### src/rtl/bthd_pkg.sv
package bthd_pkg;

    localparam int MAX_LENGTH_OCTETS = 5;
    localparam int POSITION_BITS     = 32;
    localparam int ACC_BITS          = 40;
    localparam int OCT_BITS          = $clog2(MAX_LENGTH_OCTETS + 1);
    localparam int OUT_POS_BITS      = 32;

    localparam logic [7:0]  INDEF_BYTE = 8'h80;
    localparam logic [7:0]  LONG_FLAG  = 8'h80;
    localparam logic [7:0]  COUNT_MASK = 8'h7F;
    localparam logic [23:0] LEN_LIMIT  = 24'hFFFFFF;

    typedef enum logic [2:0] {
        PH_TAG = 3'b001,
        PH_LEN = 3'b010,
        PH_OCT = 3'b100
    } phase_t;

    typedef enum logic [1:0] {
        ST_OK    = 2'd0,
        ST_COUNT = 2'd1,
        ST_LIMIT = 2'd2
    } status_t;

endpackage

### src/rtl/ber_tlv_header_decoder.sv
// Channel  | Direction | Handshake               | Payload
// ---------+-----------+-------------------------+---------------------------------------
// byte     | in        | byte_valid / byte_stall | data_byte, header_byte, restart
// hdr      | out       | hdr_valid / hdr_stall   | tag_value, content_length, indefinite,
//          |           |                         | tag_position, content_position, status
//
// One byte is accepted every cycle while byte_stall is low; each byte passes an input
// register and a result register, and a header is loaded into the result register from its last byte.
// The rate is set by the single shift and compare on the length accumulator.
// Reset clears the parser state and the valid flags of both pipeline registers
// asynchronously.
// A stalled result holds the pipeline; byte_stall rises only while both stages are full.
module ber_tlv_header_decoder (
    input  logic                      clk,
    input  logic                      rst_n,
    input  logic                      byte_valid,
    output logic                      byte_stall,
    input  logic [7:0]                data_byte,
    input  logic                      header_byte,
    input  logic                      restart,
    output logic                      hdr_valid,
    input  logic                      hdr_stall,
    output logic [7:0]                tag_value,
    output logic [23:0]               content_length,
    output logic                      indefinite,
    output logic [31:0]               tag_position,
    output logic [31:0]               content_position,
    output logic [1:0]                status
);

    import bthd_pkg::*;

    logic                     s1_valid_reg;
    logic [7:0]               s1_data_reg;
    logic                     s1_hdr_reg;
    logic                     s1_restart_reg;
    logic                     advance;

    phase_t                   phase_reg, phase_next, phase_eff;
    logic [7:0]               held_tag_reg, held_tag_next, held_tag_eff;
    logic [ACC_BITS-1:0]      acc_reg, acc_next, acc_eff, acc_shift;
    logic [OCT_BITS-1:0]      octets_reg, octets_next, octets_eff, octets_dec;
    logic [POSITION_BITS-1:0] pos_reg, pos_next, pos_eff;
    logic [POSITION_BITS-1:0] hpos_reg, hpos_next, hpos_eff;
    logic [6:0]               count;

    logic                     emit;
    logic [23:0]              len_next;
    logic                     indef_next;
    logic [POSITION_BITS-1:0] cpos_next;
    status_t                  status_next;

    logic                     out_valid_reg;
    logic [7:0]               tag_reg;
    logic [23:0]              len_reg;
    logic                     indef_reg;
    logic [OUT_POS_BITS-1:0]  tpos_reg;
    logic [OUT_POS_BITS-1:0]  cpos_reg;
    status_t                  status_reg;

    assign advance    = !out_valid_reg || !hdr_stall;
    assign byte_stall = s1_valid_reg && !advance;

    always_ff @(posedge clk or negedge rst_n)
    begin
        if (!rst_n)
        begin
            s1_valid_reg <= 1'b0;
        end
        else if (!byte_stall)
        begin
            s1_valid_reg <= byte_valid;
        end
    end

    always_ff @(posedge clk)
    begin
        if (!byte_stall && byte_valid)
        begin
            s1_data_reg    <= data_byte;
            s1_hdr_reg     <= header_byte;
            s1_restart_reg <= restart;
        end
    end

    always_comb
    begin
        if (s1_restart_reg)
        begin
            phase_eff    = PH_TAG;
            held_tag_eff = '0;
            acc_eff      = '0;
            octets_eff   = '0;
            pos_eff      = '0;
            hpos_eff     = '0;
        end
        else
        begin
            phase_eff    = phase_reg;
            held_tag_eff = held_tag_reg;
            acc_eff      = acc_reg;
            octets_eff   = octets_reg;
            pos_eff      = pos_reg;
            hpos_eff     = hpos_reg;
        end

        pos_next      = pos_eff + POSITION_BITS'(1);
        phase_next    = phase_eff;
        held_tag_next = held_tag_eff;
        acc_next      = acc_eff;
        octets_next   = octets_eff;
        hpos_next     = hpos_eff;
        count         = s1_data_reg[6:0] & COUNT_MASK[6:0];
        acc_shift     = {acc_eff[ACC_BITS-9:0], s1_data_reg};
        octets_dec    = (octets_eff != '0) ? octets_eff - OCT_BITS'(1) : octets_eff;

        emit          = 1'b0;
        len_next      = '0;
        indef_next    = 1'b0;
        cpos_next     = pos_next;
        status_next   = ST_OK;

        if (!s1_hdr_reg)
        begin
            phase_next  = PH_TAG;
            octets_next = '0;
        end
        else
        begin
            case (phase_eff)
                PH_LEN:
                begin
                    if (s1_data_reg == INDEF_BYTE)
                    begin
                        emit       = 1'b1;
                        indef_next = 1'b1;
                        phase_next = PH_TAG;
                    end
                    else if ((s1_data_reg & LONG_FLAG) == 8'h00)
                    begin
                        emit       = 1'b1;
                        len_next   = {16'h0000, s1_data_reg};
                        phase_next = PH_TAG;
                    end
                    else if (count > 7'(MAX_LENGTH_OCTETS))
                    begin
                        emit        = 1'b1;
                        cpos_next   = '0;
                        status_next = ST_COUNT;
                        phase_next  = PH_TAG;
                    end
                    else
                    begin
                        acc_next    = '0;
                        octets_next = count[OCT_BITS-1:0];
                        phase_next  = PH_OCT;
                    end
                end
                PH_OCT:
                begin
                    acc_next    = acc_shift;
                    octets_next = octets_dec;
                    if (octets_dec == '0)
                    begin
                        emit       = 1'b1;
                        phase_next = PH_TAG;
                        if (acc_shift > ACC_BITS'(LEN_LIMIT))
                        begin
                            cpos_next   = '0;
                            status_next = ST_LIMIT;
                        end
                        else
                        begin
                            len_next = acc_shift[23:0];
                        end
                    end
                end
                default:
                begin
                    hpos_next     = pos_eff;
                    held_tag_next = s1_data_reg;
                    phase_next    = PH_LEN;
                end
            endcase
        end
    end

    always_ff @(posedge clk or negedge rst_n)
    begin
        if (!rst_n)
        begin
            phase_reg     <= PH_TAG;
            held_tag_reg  <= '0;
            acc_reg       <= '0;
            octets_reg    <= '0;
            pos_reg       <= '0;
            hpos_reg      <= '0;
            out_valid_reg <= 1'b0;
        end
        else if (advance)
        begin
            out_valid_reg <= s1_valid_reg && emit;
            if (s1_valid_reg)
            begin
                phase_reg    <= phase_next;
                held_tag_reg <= held_tag_next;
                acc_reg      <= acc_next;
                octets_reg   <= octets_next;
                pos_reg      <= pos_next;
                hpos_reg     <= hpos_next;
            end
        end
    end

    always_ff @(posedge clk)
    begin
        if (advance && s1_valid_reg && emit)
        begin
            tag_reg    <= held_tag_eff;
            len_reg    <= len_next;
            indef_reg  <= indef_next;
            tpos_reg   <= OUT_POS_BITS'(hpos_eff);
            cpos_reg   <= OUT_POS_BITS'(cpos_next);
            status_reg <= status_next;
        end
    end

    assign hdr_valid        = out_valid_reg;
    assign tag_value        = tag_reg;
    assign content_length   = len_reg;
    assign indefinite       = indef_reg;
    assign tag_position     = tpos_reg;
    assign content_position = cpos_reg;
    assign status           = status_reg;

    a_stall_only_when_full: assert property (@(posedge clk) disable iff (!rst_n)
        byte_stall |-> (hdr_valid && hdr_stall))
        else $error("input stalled while the result side could move");

    a_error_fields_zero: assert property (@(posedge clk) disable iff (!rst_n)
        (hdr_valid && status != ST_OK) |->
            (content_length == 24'h0 && content_position == 32'h0 && !indefinite))
        else $error("failed header carries a length or position");

    a_indef_zero_length: assert property (@(posedge clk) disable iff (!rst_n)
        (hdr_valid && indefinite) |-> (content_length == 24'h0 && status == ST_OK))
        else $error("indefinite header with a length or an error");

    a_octets_in_range: assert property (@(posedge clk) disable iff (!rst_n)
        (phase_reg == PH_OCT) |->
            (octets_reg != '0 && octets_reg <= OCT_BITS'(MAX_LENGTH_OCTETS)))
        else $error("length octet count out of range");

endmodule
### config.mk
export PLATFORM = sky130hd
export DESIGN_NAME = ber_tlv_header_decoder
export DESIGN_NICKNAME = d
export VERILOG_FILES = /design/src/rtl/bthd_pkg.sv /design/src/rtl/ber_tlv_header_decoder.sv
export SDC_FILE = /design/constraint.sdc
export NUM_CORES = 1
export LEC_CHECK = 0
export ABC_AREA = 1
export BUFFER_PORTS_ARGS = -buffer_cell sky130_fd_sc_hd__clkbuf_2
export CAP_MARGIN = 10
export CORE_MARGIN = 4
export CORE_UTILIZATION = 33
export CTS_CLUSTER_DIAMETER = 80
export CTS_CLUSTER_SIZE = 14
export DETAILED_ROUTE_END_ITERATION = 8
export HOLD_SLACK_MARGIN = 0.15
export SLEW_MARGIN = 0
export SYNTH_ARGS = -nofsm -noshare
export SYNTH_HDL_FRONTEND = slang
export SYNTH_SLANG_ARGS = --single-unit
### constraint.sdc
create_clock -name clk -period 6.25 [get_ports clk]
set_input_delay 0.625 -clock clk [delete_from_list [all_inputs] [get_ports clk]]
set_output_delay 0.625 -clock clk [all_outputs]
set_load 0.005 [all_outputs]
==> results.md <==
* Synthesis Warnings at 0
* Maximum vdd drop at 0.134 mV
* Synth top area cells: edfxtp_1, dfrtp_1, nor2_1
* Global placer's final weighted congestion at 0.901
* # DRC at 0
* Max Slew Vio Count at 0
* WL/cell at 15.8 um
* Clk pin slew, worst setup/hold paths at 0.07 ns
* Syn Area/Cell at 8.61 um2
* Register-to-register setup slack at 2.29 ns
* TritonCTS clock tree: built
* Starting Density at 33.7%
* Share of the synthesized area in the top cell type at 31.5%
* Inserted Clock Buffers at 19
* Hold Crit Class: in2async
* Seq cells post-synth at 221
* Critical path fanouts, max at 33
* Uppermost routed layer: met4
* RSZ-0062 raised after global routing: false
* FF-to-FF Start: s1_restart_reg
* Max Buffers Root-to-Sink at 3
* WP data arrival at 4.12 ns
* CTS root buffer: clkbuf_16
* First-pass GRT wire length at 44,400 um
* Share of cells above drive strength 1 at 12.4%
* Vias in the first global route at 8,087
* Met3 Routed Length at 1610 um
* TritonRoute pass-1 iters at 5
* Slew @ Worst Pin at 1.03 ns
* Die H at 186 um
* Synth cell types at 32
* Critical path launch point type: flop
* Fmax at 0.253 GHz
* Final setup vio count at 0
* Final Hold Viols at 0
* Fillers at 3,150
* Synth top cells by count: nor2_1, nand2_1, inv_1
* I/O Pins at 115
* Postcts setup bufs at 0
* Pin count of the biggest net entering global routing at 104
* Clock latency on the worst-skew pair at 0.50 ns
* Post-synth ARST share at 50.7%
* Routed length on met1 at 13,300 um
* Crit. End Element: flop
* Site Rows at 64
* Detail Route Antenna Nets at 0
* Pwr/cell area at 262 nW/um2
* Total Routed Length at 27,000 um
* Fin crit period at 3.96 ns
* Grt total ovfl at 0
* Hold slack at 0.163 ns
* Die span in x at 186 um
* EDFF count, synth at 109
* LEAKAGE at 5.00 nW
* ANT cells at 0
* Post-Place Cells at 1,670
* DRT iter0 DRCs at 797
* Clock Sinks at 221
* Routed met2 length at 11,600 um
* Maxcap violations at 0
* Cell accounting for the most synthesized area: edfxtp_1
* Seq/Total Area, Yosys at 58.4%
* Hpwl dp at 18,200 um
* Worst Reg2Reg Path Length in Cells at 11
* Top-count cell post-synth: nor2_1
* Relative slew slack at 31.4%
* Final period util at 63.4%
* GRT Util Overall at 15.8%
* Post-route insts no fill at 1,704
* Setup TNS at 0 ns
* Via density at 4.83
* IO Port Bufs at 114
* Setup Skew at 0.0203 ns
* Synth Instances at 1,208
* CORE AREA at 30,800 um2
* H-tree level count at 1
* Worst reg2reg endpoint: content_length[17]
* Nets at 1,313
* Post_cts resized at 0
* Net Count, Synth at 1,226
* Syn-to-layout area delta at 13.7%
* Req. time, crit path at 6.41 ns
* CTS Hold Bufs at 0
* DR vias at 8,229
* Status: complete, no violations
* Crit path kind: reg2reg
* Mapped Area at 10,400 um2
* DIE AREA at 34,400 um2
* Initial antenna violation count at 0
* Primary FF master, synth: dfrtp_1
* Critical path origin: s1_restart_reg
* Setup crit end: content_length[17]
worst max-delay path, cell delays in order (launching register included):
cell and delay [ns]:
edfxtp_1 0.41, inv_2 0.50, nand2_1 0.22, ha_1 0.28
ha_1 0.20, inv_1 0.10, xor2_1 0.18, nand3_1 0.17
o21ai_0 0.31, nand2_1 0.17, nor2_4 0.62, buf_4 0.45
metrics by stage:
stage,utilization [%],setup slack (ns),cell area (um2),power (W)
final,38.3,2.29,11800,0.00310
after detailed placement,36.6,2.27,11300,0.00203
after global placement,36.6,2.35,11300,0.00202
after floorplan,-,1.48,10400,0.00192
after CTS,38.3,2.24,11800,0.00314
after global routing,38.3,1.86,11800,0.00326
routing by layer:
metal | up-vias | GRT usage, %
li1 | 4064 | -
met1 | 3932 | 24.6
met2 | 204 | 23.3
met3 | 29 | 2.54
met4 | 0 | 3.06
met5 | - | 0
cell families after synthesis:
logic type,Yosys count,share of synthesized area [%]
AND/OR/NAND/NOR,540,21.0
flip-flops,221,58.4
AO/OA/AOI/OAI,219,10.8
buffers and inverters,211,8.18
XOR/XNOR,13,1.09
adder cells (fa/ha/maj),4,0.481
placed cells by master, fill, tap and decap left out, types with 2 or more instances in the layout:
cell type	Yosys	final
edfxtp_1	109	109
xor2_1	11	11
dfrtp_1	111	111
nand2_1	220	220
nor2_4	2	4
nor3_1	25	25
nand2_2	2	2
xnor2_1	2	2
nand3_1	50	50
nor2_1	226	224
ha_1	4	4
buf_4	1	7
a31oi_1	3	3
nand3b_1	3	3
clkbuf_1	29	13
inv_2	5	6
nor2_2	4	4
clkbuf_2	0	113
a22oi_1	7	7
a21oi_1	71	71
inv_1	151	150
o21ai_0	132	132
clkbuf_16	0	19
o21ai_1	4	4
nand4_1	3	3
or2_2	2	2
and2_1	2	2
where the power goes:
part | switching (W) | leakage [nW] | internal [W] | total, W
sequential | 0.0000439 | 2.38 | 0.00163 | 0.00167
clock | 0.000531 | 0.258 | 0.000575 | 0.00111
combinational | 0.000233 | 2.36 | 0.0000931 | 0.000326
worst min path at each step:
stage,startpoint,to,depth (start not counted)
detailed placement,pos_reg[31],pos_reg[31],2
finish,rst_n,pos_reg[24],1
floorplan,rst_n,acc_reg[0],0
global placement,pos_reg[31],pos_reg[31],2
CTS,rst_n,pos_reg[24],1
global route,rst_n,pos_reg[25],1
cell type report:
type | count | area, um2 | share of cell area [%]
timing repair buffer | 121 | 638 | 5.40
tap | 396 | 495 | 4.19
clock buffer | 32 | 524 | 4.43
sequential | 221 | 6080 | 51.4
clock inverter | 2 | 13.8 | 0.116
inverter | 156 | 586 | 4.95
multi-input combinational | 776 | 3490 | 29.5
Note: power is estimated with default switching activity, not from simulation.
